--- src/rtl/afc_pkg.sv ---
// ----------------------------------------------------------------------------
// afc_pkg
// Shared types, codes and command tables for the AT command and update
// frame checker.
// ----------------------------------------------------------------------------
package afc_pkg;

	// parser mode
	typedef enum logic [1:0] {
		MODE_COMMAND,
		MODE_SKIP,
		MODE_LENGTH,
		MODE_BODY
	} mode_t;

	// result status codes
	typedef enum logic [2:0] {
		ST_VERSION     = 3'd0,
		ST_UPDATE      = 3'd1,
		ST_OK          = 3'd2,
		ST_CMD_ERROR   = 3'd3,
		ST_BAD_LENGTH  = 3'd4,
		ST_BAD_SUM     = 3'd5,
		ST_BAD_ADDRESS = 3'd6
	} status_t;

	// event kinds handed from parser to verdict unit
	typedef enum logic [2:0] {
		EV_VERSION,
		EV_UPDATE,
		EV_CMD_ERROR,
		EV_BAD_LENGTH,
		EV_FRAME_END
	} event_kind_t;

	// configuration register indexes
	typedef enum logic [1:0] {
		REG_ADDRESS_LOWEST   = 2'd0,
		REG_ADDRESS_HIGHEST  = 2'd1,
		REG_ALIGN_MASK       = 2'd2,
		REG_MAX_FRAME_LENGTH = 2'd3
	} reg_index_t;

	typedef struct packed {
		event_kind_t kind;
		logic        sum_ok;
		logic [15:0] address;
		logic [7:0]  length;
	} event_t;

	typedef struct packed {
		logic [15:0] address_lowest;
		logic [15:0] address_highest;
		logic [15:0] align_mask;
		logic [7:0]  max_frame_length;
	} cfg_t;

	localparam logic [7:0]  LINE_FEED        = 8'h0A;
	localparam logic [7:0]  MIN_FRAME_LENGTH = 8'd5;
	localparam int          VERSION_CMD_LEN  = 4;
	localparam int          UPDATE_CMD_LEN   = 9;
	localparam int          EVQ_DEPTH        = 2;

	localparam logic [15:0] RST_ADDRESS_LOWEST   = 16'h8000;
	localparam logic [15:0] RST_ADDRESS_HIGHEST  = 16'h9A00;
	localparam logic [15:0] RST_ALIGN_MASK       = 16'h000F;
	localparam logic [7:0]  RST_MAX_FRAME_LENGTH = 8'h25;

	// "AT+V"
	function automatic logic [7:0] version_char(input logic [1:0] idx);
		logic [7:0] c;
		case (idx)
			2'd0: c = 8'h41;
			2'd1: c = 8'h54;
			2'd2: c = 8'h2B;
			default: c = 8'h56;
		endcase
		return c;
	endfunction

	// "AT+UPDATE"
	function automatic logic [7:0] update_char(input logic [3:0] idx);
		logic [7:0] c;
		case (idx)
			4'd0: c = 8'h41;
			4'd1: c = 8'h54;
			4'd2: c = 8'h2B;
			4'd3: c = 8'h55;
			4'd4: c = 8'h50;
			4'd5: c = 8'h44;
			4'd6: c = 8'h41;
			4'd7: c = 8'h54;
			4'd8: c = 8'h45;
			default: c = 8'h00;
		endcase
		return c;
	endfunction

endpackage

--- src/rtl/afc_front.sv ---
// ----------------------------------------------------------------------------
// afc_front
// Byte parser: matches commands, skips to line feed, walks the update frame
// and posts one event per verdict into the event queue.
// ----------------------------------------------------------------------------
module afc_front #(
	parameter int COMMAND_BUFFER_BYTES = 12
) (
	input  logic            clk,
	input  logic            arst_n,
	input  logic            byte_valid,
	input  logic [7:0]      rx_byte,
	input  afc_pkg::cfg_t   cfg,
	output logic            ev_push,
	output afc_pkg::event_t ev
);
	import afc_pkg::*;

	localparam int CNT_W = $clog2(COMMAND_BUFFER_BYTES + 1);

	mode_t             mode_q, mode_d;
	mode_t             after_q, after_d;
	logic [CNT_W-1:0]  count_q, count_d;
	logic [1:0]        flags_q, flags_d;
	logic [7:0]        sum_q, sum_d;
	logic [7:0]        len_q, len_d;
	logic [7:0]        idx_q, idx_d;
	logic [15:0]       addr_q, addr_d;

	logic [CNT_W:0]    cmd_next;
	logic [1:0]        flags_new;
	logic              hit_version;
	logic              hit_update;
	logic              cmd_full;
	logic              len_bad;
	logic [7:0]        sum_new;
	logic [15:0]       addr_new;
	logic              body_last;

	// command compare against both tables
	assign cmd_next     = {1'b0, count_q} + (CNT_W+1)'(1);
	assign flags_new[0] = flags_q[0] && (count_q < CNT_W'(VERSION_CMD_LEN))
		&& (version_char(count_q[1:0]) == rx_byte);
	assign flags_new[1] = flags_q[1] && (count_q < CNT_W'(UPDATE_CMD_LEN))
		&& (update_char(4'(count_q)) == rx_byte);
	assign hit_version  = flags_new[0] && (cmd_next == (CNT_W+1)'(VERSION_CMD_LEN));
	assign hit_update   = flags_new[1] && (cmd_next == (CNT_W+1)'(UPDATE_CMD_LEN));
	assign cmd_full     = cmd_next >= (CNT_W+1)'(COMMAND_BUFFER_BYTES);

	// length byte bounds
	assign len_bad = (rx_byte < MIN_FRAME_LENGTH) || (rx_byte > cfg.max_frame_length);

	// frame body sum, address capture, end of frame
	assign sum_new = sum_q + rx_byte;
	always_comb begin
		addr_new = addr_q;
		if (idx_q == 8'd2) begin
			addr_new[15:8] = rx_byte;
		end else if (idx_q == 8'd3) begin
			addr_new[7:0] = rx_byte;
		end
	end
	assign body_last = !(({1'b0, idx_q} + 9'd1) < {1'b0, len_q});

	// next state
	always_comb begin
		mode_d  = mode_q;
		after_d = after_q;
		count_d = count_q;
		flags_d = flags_q;
		sum_d   = sum_q;
		len_d   = len_q;
		idx_d   = idx_q;
		addr_d  = addr_q;
		if (byte_valid) begin
			unique case (mode_q)
				MODE_COMMAND: begin
					if (hit_version || hit_update || cmd_full) begin
						count_d = '0;
						flags_d = 2'b11;
						mode_d  = MODE_SKIP;
						after_d = (!hit_version && hit_update) ? MODE_LENGTH : MODE_COMMAND;
					end else begin
						count_d = cmd_next[CNT_W-1:0];
						flags_d = flags_new;
					end
				end
				MODE_SKIP: begin
					if (rx_byte == LINE_FEED) begin
						mode_d  = after_q;
						after_d = MODE_COMMAND;
					end
				end
				MODE_LENGTH: begin
					if (len_bad) begin
						mode_d  = MODE_SKIP;
						after_d = MODE_COMMAND;
					end else begin
						len_d  = rx_byte;
						sum_d  = rx_byte;
						idx_d  = 8'd1;
						addr_d = '0;
						mode_d = MODE_BODY;
					end
				end
				MODE_BODY: begin
					sum_d  = sum_new;
					addr_d = addr_new;
					if (body_last) begin
						idx_d   = '0;
						mode_d  = MODE_SKIP;
						after_d = MODE_COMMAND;
					end else begin
						idx_d = idx_q + 8'd1;
					end
				end
				default: begin
					mode_d = MODE_COMMAND;
				end
			endcase
		end
	end

	// event outputs
	always_comb begin
		ev_push    = 1'b0;
		ev.kind    = EV_FRAME_END;
		ev.sum_ok  = (sum_new == 8'd0);
		ev.address = addr_new;
		ev.length  = len_q;
		if (byte_valid) begin
			unique case (mode_q)
				MODE_COMMAND: begin
					if (hit_version) begin
						ev_push = 1'b1;
						ev.kind = EV_VERSION;
					end else if (hit_update) begin
						ev_push = 1'b1;
						ev.kind = EV_UPDATE;
					end else if (cmd_full) begin
						ev_push = 1'b1;
						ev.kind = EV_CMD_ERROR;
					end
				end
				MODE_LENGTH: begin
					if (len_bad) begin
						ev_push = 1'b1;
						ev.kind = EV_BAD_LENGTH;
					end
				end
				MODE_BODY: begin
					ev_push = body_last;
				end
				default: begin
					ev_push = 1'b0;
				end
			endcase
		end
	end

	// parser state registers
	always_ff @(posedge clk or negedge arst_n) begin
		if (!arst_n) begin
			mode_q  <= MODE_COMMAND;
			after_q <= MODE_COMMAND;
			count_q <= '0;
			flags_q <= 2'b11;
			sum_q   <= '0;
			len_q   <= '0;
			idx_q   <= '0;
			addr_q  <= '0;
		end else begin
			mode_q  <= mode_d;
			after_q <= after_d;
			count_q <= count_d;
			flags_q <= flags_d;
			sum_q   <= sum_d;
			len_q   <= len_d;
			idx_q   <= idx_d;
			addr_q  <= addr_d;
		end
	end

	// frame walk stays inside a legal frame
	a_body_bounds: assert property (@(posedge clk) disable iff (!arst_n)
		mode_q == MODE_BODY |->
			(len_q >= MIN_FRAME_LENGTH) && (idx_q < len_q) && (idx_q != 8'd0))
		else $error("frame index out of range");

	// skip only ever resumes into command or length mode
	a_after_mode: assert property (@(posedge clk) disable iff (!arst_n)
		(after_q == MODE_COMMAND) || (after_q == MODE_LENGTH))
		else $error("bad resume mode");

	// command buffer never holds a full buffer's worth
	a_count_range: assert property (@(posedge clk) disable iff (!arst_n)
		count_q < CNT_W'(COMMAND_BUFFER_BYTES))
		else $error("command count overflow");

	// update start always leads into the skip that precedes the length byte
	a_update_skip: assert property (@(posedge clk) disable iff (!arst_n)
		ev_push && ev.kind == EV_UPDATE |=> mode_q == MODE_SKIP && after_q == MODE_LENGTH)
		else $error("update start not followed by skip to length");

endmodule

--- config.mk ---
export PLATFORM = sky130hd
export DESIGN_NAME = afc_front
export DESIGN_NICKNAME = d
export VERILOG_FILES = /design/src/rtl/afc_pkg.sv /design/src/rtl/afc_front.sv
export SDC_FILE = /design/constraint.sdc
export NUM_CORES = 1
export LEC_CHECK = 0
export BUFFER_PORTS_ARGS = -buffer_cell sky130_fd_sc_hd__buf_2
export CORE_ASPECT_RATIO = 0.75
export CORE_MARGIN = 4
export CORE_UTILIZATION = 58
export CTS_CLUSTER_DIAMETER = 50
export DETAILED_ROUTE_END_ITERATION = 8
export GPL_TIMING_DRIVEN = 0
export PLACE_DENSITY = 0.83
export SYNTH_ARGS = -nofsm -noshare
export SYNTH_HDL_FRONTEND = slang
export SYNTH_SLANG_ARGS = --single-unit
--- constraint.sdc ---
create_clock -name clk -period 6.8 [get_ports clk]
set_input_delay 0.34 -clock clk [delete_from_list [all_inputs] [get_ports clk]]
set_output_delay 0.34 -clock clk [all_outputs]
set_load 0.005 [all_outputs]
Yosys cells after proc, flatten, opt, wreduce, memory -nomap -nowiden
Memories as Yosys holds them, arrays and structs flattened. Index checks and enable logic that the tools add are counted.

Flip-flop bits (word level): 50. Bits in read-only memories: 112. Input bits: 67. Output and inout bits: 29. Logic and storage cells: 94. Memories kept: 1.

Memories: (name not given) (depth 16, width 7, read ports 1, clocked after Yosys merged registers in 0, wr ports 0, RTL line afc_pkg.sv:84) `case (idx)`.

$add $sub $neg: 4. Magnitude comparators: 6. Equal/unequal tests: 17. Multiplexer cells: 36. Bitwise logic cells: 1. Reduce and logical (&&, ||, !) cells: 21.

Operators by type and width (count): 8-bit two-way mux (6); 16-bit case mux with 2 select lines (1); 8-bit case mux with 2 select lines (2); 7-bit case mux with 3 select lines (1); 2-bit two-way mux (10); 8-bit by 2-bit equality test with 1-bit output, second input constant (2); 8-bit equality test (2); 16-bit two-way mux (1); 2-bit case mux with 4 select lines (2); 3-bit two-way mux (5); 2-bit != test, second input constant (5); 8-bit by 1-bit adder with 9-bit output, second input constant (1); 9-bit by 8-bit less-than comparator with 1-bit output (1); 8-bit by 1-bit adder with 8-bit output, second input constant (1); 8-bit adder (1); 8-bit by 4-bit equality test with 1-bit output, second input constant (1); 8-bit > comparator (1); 8-bit logical NOT (1); 8-bit by 3-bit less-than comparator with 1-bit output, second input constant (1); 1-bit logical AND (7); 2-bit equality test, second input constant (3); 3-bit case mux with 2 select lines (1); 3-bit AND reduction (2); 4-bit by 1-bit adder with 5-bit output, second input constant (1); 17 further kinds (26).

Longest topological paths before layout
Gate-level depths: netlist of the first run.

Depth in word-level cells: 10. Depth in mapped cells: 12. Mapped depth without buffers: 12.

Worst setup path after synthesis of the first run
OpenSTA, ideal clock, no wires.

Kind: flip-flop to output port. Start: register count_q[0]. End: output ev_push. Arrival: 2.574 ns. Required time: 6.460 ns. Slack: 3.886 ns. Cell stages (with the launch flop): 9. Path buffers: 0. Cells stage by stage: dfrtp_1 -> inv_1 -> ha_1 -> a211oi_1 -> xor2_1 -> or4_4 -> o31ai_4 -> nand2_2 -> a311oi_2.

Longest elaborated chain between the ends: 8. Elaborated cells on any way between the ends: 24. Classes of those cells: 1 x add/sub; 3 x order compare; 6 x eq/ne; 6 x mux; 7 x reduce/logical; 1 x memory.

RTL lines: start, declared (RTL line afc_front.sv:23) `logic [CNT_W-1:0] count_q, count_d;`; start signal, assigned (RTL line afc_front.sv:175) `count_q <= count_d;`; parallel branches: the longest is 5 deep, another holds 4-bit by 1-bit adder with 5-bit output; 1-bit two-way mux * (RTL line afc_front.sv:134) `if (hit_version) begin`; 1-bit case mux with 3 select lines * (RTL line afc_front.sv:132) `unique case (mode_q)`; 1-bit two-way mux * (RTL line afc_front.sv:131) `if (byte_valid) begin`; end, declared (RTL line afc_front.sv:14) `output logic ev_push,`.

Mark *: on every way between the ends.

Worst setup path in the final report of the first run
Ends and elaborated chain as after synthesis.

==> flow_summary.yaml, run 1 <==
power_and_ir_drop:
  internal_power_w: 0.000696
  ir_worst_vdd_mv: 0.135
  comb_power_share_pct: 45.0
  power_density_nw_per_um2: 278
  share_seq_of_total_power_pct: 38.4
  power_spent_charging_and_discharging_nets_w: 0.000438
  clock_group_share_of_total_power_pct: 16.6
  switching_share_pct: 38.6
  power.leakage_nw: 2.05
clock_tree:
  clock-root-buffer: "clkbuf_8"
  clock_sink_count: 49
  buffer_levels_on_the_longest_clock_path: 2
  cts_setup_buffers: 0
  cts.reportedPaths.clkPinSlew_ns: 0.10
  post_cts_resized: 0
  clock_latency_reported_for_the_late_side_of_the_worst_skew_pair_ns: 0.31
  numCtsBuffers: 5
  tritoncts: "yes"
  h-tree-depth: 2
  cts_hold_buffers: 0
worst_setup_path:
  cp-end-kind: "output pin"
  r2r_slack_ns: 3.73
  critPathRequiredTime_ns: 6.46
  cp_data_arrival_time_ns: 3.44
  worstSetupPathType: "flip-flop to output pin"
  cp.buffers_inverters: 2
  path_max_fanout: 11
  start_kind: "flip-flop"
  cp_top_family: "compound AO/OA/AOI/OAI gates"
  critPathSlowestCell: "or4_4"
  max_stage_delay_ns: 0.59
  crit_path_cell_trace: "inv_1 > ha_1 > a211oi_1 > xor2_1 > or4_4 > o31ai_4 > nand2_2 > a311oi_2 > buf_2"
finish:
  final_cells: 536
  area_growth_pct: 11.6
  fillers: 491
  antennaDiodeCount: 0
  final_net_count: 563
  register_area_um2: 1230
  final_layout_size_suffix_gt1_share_pct: 19.7
  multi_input_comb_area_um2: 2220
synth:
  mean_cell_area_of_the_mapped_netlist_um2: 9.06
  async_reset_ff_share_pct: 100
  synth_edf_count: 0
  synth_fp_nets: 510
  synthCells: 404
  post-synth-top-area-fraction_pct: 32.1
  yosys_register_bits: 49
  post_synth_most_frequent_cells: "47 x dfrtp_1, 41 x nand2_1, 38 x ha_1, 34 x o21ai_0, 30 x inv_1"
  postSynth.topFlopCell: "dfrtp_1"
  synth.yosys.seq_area_share_pct: 33.6
  mappedNetlistArea_um2: 3660
  synth.area.top_cells: "dfrtp_1 32%, ha_1 13%, a22o_1 5.3%, o21ai_0 4.6%, nand2_1 4.2%"
  post-synth-top-area-cell: "dfrtp_1"
  ys_types: 55
  yosys.cell_count.top_type: "dfrtp_1"
  synth_warnings: 0
timing:
  fin_tns_setup_ns: 0
  report.final.slew_viol_count: 0
  grt_setup_unrepaired: "false"
  max_freq_ghz: 0.265
  time_the_final_worst_path_needs_with_i_o_delays_and_setup_ns: 3.78
  timing_worst_slew_pin_value_ns: 1.15
  final_hold_viol_count: 0
  post-route-period-util_pct: 55.6
  worst_setup_slack_final_ns: 3.02
  setup_viol: 0
  finClkSkew_ns: 0.00945
  maxSlewHeadroom_pct: 23.4
drt:
  routed_via_count_divided_by_cell_count: 6.03
  drt-wirelength-per-cell_um: 17.6
  drt_pre_antenna_iters: 5
  drcViolationCount: 0
  dr_total_vias: 3233
  route.final.wire_length_mm: 9.44
  ant_nets: 0
  initialDrtViolationCount: 260
global_route:
  overflow: 0
  grt_max_degree: 50
  grt_util_met1_pct: 37.3
  first_global_vias: 3203
  met2_usage_pct: 38.7
  antenna_found_initial: 0
  global_route.peak_usage_layer: "met2"
  gr-usage-all-layers_pct: 25.4
  grt_first_pass_wirelength_mm: 15.8
  grtUsageMet3_pct: 4.44
place:
  pre_cts_slack_ns: 3.39
  port_buffers: 46
  dp_cells: 528
  finalWeightedCongestion: 0.923
  dp_hpwl_mm: 6.96
die:
  die-height_um: 76.8
  die-area_um2: 7660
  core_um2: 5980
  initial_core_util_pct: 61.2
  rows: 24
  ioPinCount: 96
  die_width_um: 99.7
run_status:
  status: "finished, final reports clean"
min_path:
  hold_path_class: "input port to async pin"
flow_run:
  max_cap_viol_count: 0
flip-flops by register name (all words and copies together), names as in the netlist:
register	flops
count_q	4
flags_q	2
after_q	1
mode_q	2
idx_q	8
len_q	8
addr_q	16
sum_q	8
final timing paths:
check                            from    endpoint  cells after the start
max in group asynchronous      arst_n    idx_q[3]                      1
hold / removal                 arst_n    sum_q[2]                      1
setup reg to reg             idx_q[2]  after_q[1]                     11
hold reg to reg              sum_q[2]    sum_q[2]                      2
setup / recovery           count_q[0]     ev_push                      9
min in group clk           rx_byte[7]    len_q[7]                      3
logic make-up (layout without fill, tap and decap cells):
group                      Yosys count  in the layout  synth area share, %
muxes                               21             21                 6.15
adders and majority gates           39             39                 13.5
buffers and inverters               50            104                 5.88
DFF                                 49             49                 33.6
xor gates and xnor gates            13             13                 3.11
AOI/OAI and AO/OA                  115            115                 21.6
and+or+nand+nor                    117            117                 16.2
layout make-up:
class / count / area share (%)
Clock inverter: 3 / 0.644
Buffer: 20 / 2.51
Timing Repair Buffer: 46 / 5.64
Sequential cell: 49 / 30.1
Inverter: 30 / 2.76
Clock buffer: 5 / 1.69
Multi-Input combinational cell: 305 / 54.3
Tap cell: 78 / 2.39
worst register-to-register path: cells and delay by family, from the launching register on:
kind	cells	cell delay, ns
AO/OA/AOI/OAI	4	0.94
adder cells (fa/ha/maj)	1	0.33
flip-flops	1	0.48
AND/OR/NAND/NOR	6	1.21
through the flow:
stage               utilization (%)  hold slack, ns  total power [W]  cell area, um^2
finish                         68.3           0.251          0.00113             4080
global route                   68.3           0.333          0.00122             4080
CTS                            68.3           0.281          0.00113             4080
detailed placement             66.7           0.477         0.000943             3990
global placement               66.7           0.469         0.000915             3990
floorplan                         -          0.0444         0.000784             3660
layer usage:
metal	vias to the layer above	share of wire, %
met4	0	0.82
met2	121	44
met1	1542	48
met5	-	0
li1	1562	-
met3	8	7.0
cell usage in the layout, fill, tap and decap left out, drive strengths merged, types with 3 or more instances in the layout:
master and count:
a211oi 7, a21o 8, a21oi 17, a22o 22, and3 3, buf 59, clkbuf 12, dfrtp 47
ha 38, inv 31, mux2 12, mux2i 9, nand2 42, nand2b 5, nand3 10, nand4 5
nor2 19, nor2b 5, nor3 10, nor3b 4, o211ai 4, o21ai 37, o31ai 6, or4 4
xnor2 8, xor2 5
power groups by stage:
stage	logic, W	clock network (W)	registers, W
floorplan	0.000361	0	0.000423
global placement	0.000479	0	0.000436
detailed placement	0.000503	0	0.000440
CTS	0.000508	0.000189	0.000434
global route	0.000568	0.000206	0.000449
finish	0.000510	0.000188	0.000436
Power figures use the tool's default switching activity.
==> run 2: changes to the inputs <==
--- a/config.mk
+++ b/config.mk
@@ -8,11 +8,11 @@
 export BUFFER_PORTS_ARGS = -buffer_cell sky130_fd_sc_hd__buf_2
 export CORE_ASPECT_RATIO = 0.75
 export CORE_MARGIN = 4
-export CORE_UTILIZATION = 58
+export CORE_UTILIZATION = 54
 export CTS_CLUSTER_DIAMETER = 50
 export DETAILED_ROUTE_END_ITERATION = 8
 export GPL_TIMING_DRIVEN = 0
-export PLACE_DENSITY = 0.83
+export PLACE_DENSITY = 0.77
 export SYNTH_ARGS = -nofsm -noshare
 export SYNTH_HDL_FRONTEND = slang
 export SYNTH_SLANG_ARGS = --single-unit
==> constraint.sdc (replaced) <==
create_clock -name clk -period 3.9 [get_ports clk]
set_input_delay 0.195 -clock clk [delete_from_list [all_inputs] [get_ports clk]]
set_output_delay 0.195 -clock clk [all_outputs]
set_load 0.005 [all_outputs]
==> run 2 against run 1 <==
Against the previous run: critical path depth unchanged; setup slack got worse by 2.7 ns; hold slack got worse by 0.16 ns; cell area increased by 0.12%; critical path type unchanged; largest power group unchanged; highest routed layer unchanged.
==> flow_summary.yaml, run 2 (synthesis results as in run 1) <==
run_status:
  status: "finished, final reports clean"
finish:
  top_register: "addr_q"
  antennaDiodeCount: 0
  final_net_count: 563
  final_cells: 539
  final_layout_size_suffix_gt1_share_pct: 19.9
  most-common-layout-cells: "56 x buf_2, 46 x dfrtp_1, 41 x nand2_1"
  area_growth_pct: 11.7
  layout.cells.most_common: "buf_2"
  max_reg_flops: 16
clock_tree:
  numCtsBuffers: 5
  cts.reportedPaths.clkPinSlew_ns: 0.10
  clock-root-buffer: "clkbuf_8"
  clock_latency_reported_for_the_late_side_of_the_worst_skew_pair_ns: 0.31
  h-tree-depth: 2
  tritoncts: "yes"
  buffer_levels_on_the_longest_clock_path: 2
  cts_hold_buffers: 0
  clock_sink_count: 49
global_route:
  first_global_vias: 3088
  gr-usage-all-layers_pct: 24.1
  overflow: 0
  grt_first_pass_wirelength_mm: 15.5
  grt_max_degree: 50
  antenna_found_initial: 0
timing:
  finalHoldWorstSlack_ns: 0.0876
  post-route-period-util_pct: 91.9
  max_freq_ghz: 0.279
  finClkSkew_ns: 0.0118
  time_the_final_worst_path_needs_with_i_o_delays_and_setup_ns: 3.59
  grt_setup_unrepaired: "false"
  fin_tns_setup_ns: 0
  report.final.slew_viol_count: 0
  timing_worst_slew_pin_value_ns: 1.21
  final_hold_viol_count: 0
  setup_viol: 0
  worst_setup_slack_final_ns: 0.315
  maxSlewHeadroom_pct: 18.8
die:
  ioPinCount: 96
  die-area_um2: 8170
  core_um2: 6440
  rows: 25
  die_width_um: 103
  die-height_um: 79.3
  initial_core_util_pct: 56.8
worst_setup_path:
  worstSetupPathType: "flip-flop to output pin"
  crit_path_cell_trace: "inv_1 > ha_1 > a211oi_1 > xor2_1 > or4_4 > o31ai_4 > nand2_2 > a311oi_2 > buf_2"
  cp_top_family: "compound AO/OA/AOI/OAI gates"
  path_max_fanout: 10
  r2r_slack_ns: 0.82
  cp_data_arrival_time_ns: 3.39
  cp-end-kind: "output pin"
  max_stage_delay_ns: 0.58
  cp.buffers_inverters: 2
  critPathRequiredTime_ns: 3.70
  start_kind: "flip-flop"
  critPathSlowestCell: "or4_4"
place:
  finalWeightedCongestion: 0.927
  pre_cts_slack_ns: 0.600
  port_buffers: 46
  dp_hpwl_mm: 6.80
  dp_cells: 531
drt:
  drcViolationCount: 0
  dr_total_vias: 3229
  route.final.wire_length_mm: 9.19
  routed_via_count_divided_by_cell_count: 5.99
  drt-wirelength-per-cell_um: 17.1
  ant_nets: 0
  drt_pre_antenna_iters: 5
  initialDrtViolationCount: 184
power_and_ir_drop:
  power_density_nw_per_um2: 478
  power.leakage_nw: 2.05
  ir_worst_vdd_mv: 0.219
  post_route_total_power_w: 0.00196
flow_run:
  max_cap_viol_count: 0
min_path:
  hold_path_class: "input port to async pin"
run 2: final cells by class:
cell class | instances | area, um^2
Multi-Input combinational cell | 305 | 2220
Sequential cell | 49 | 1230
Clock buffer | 5 | 68.8
Timing Repair Buffer | 46 | 230
Inverter | 30 | 113
Buffer | 20 | 103
Clock inverter | 3 | 26.3
Tap cell | 81 | 101
Fill cell | 576 | 2360
run 2: routing by layer:
metal,track usage (%),vias up,wire [um]
met5,0,-,0
met4,5.05,0,75
met3,3.42,9,637
met2,36.7,116,4060
met1,36.3,1552,4420
li1,-,1552,-
run 2: stage by stage:
stage	util (%)	area, um^2
after floorplan	-	3660
after global placement	61.9	3990
after detailed placement	61.9	3990
after CTS	63.4	4090
after global routing	63.4	4090
final	63.4	4090
run 2: what timing repair did:
action                     in CTS  in global routing
gates resized for setup         0                  1
hold endpoints to repair        0                  0
setup endpoints to repair       0                  1
buffers inserted                0                  0
run 2: final timing paths:
path | startpoint | to | cells after the start
hold reg to reg | sum_q[5] | sum_q[5] | 2
setup reg to reg | idx_q[0] | after_q[1] | 11
hold / removal | arst_n | sum_q[3] | 1
min in group clk | rx_byte[7] | len_q[7] | 3
max in group asynchronous | arst_n | count_q[0] | 1
setup / recovery | count_q[1] | ev_push | 9
run 2: power by group:
part           internal [W]  total [W]  leakage (nW)  switching, W
registers          0.000651   0.000760         0.588      0.000109
clock network      0.000131   0.000328        0.0423      0.000197
logic              0.000430   0.000867          1.42      0.000438
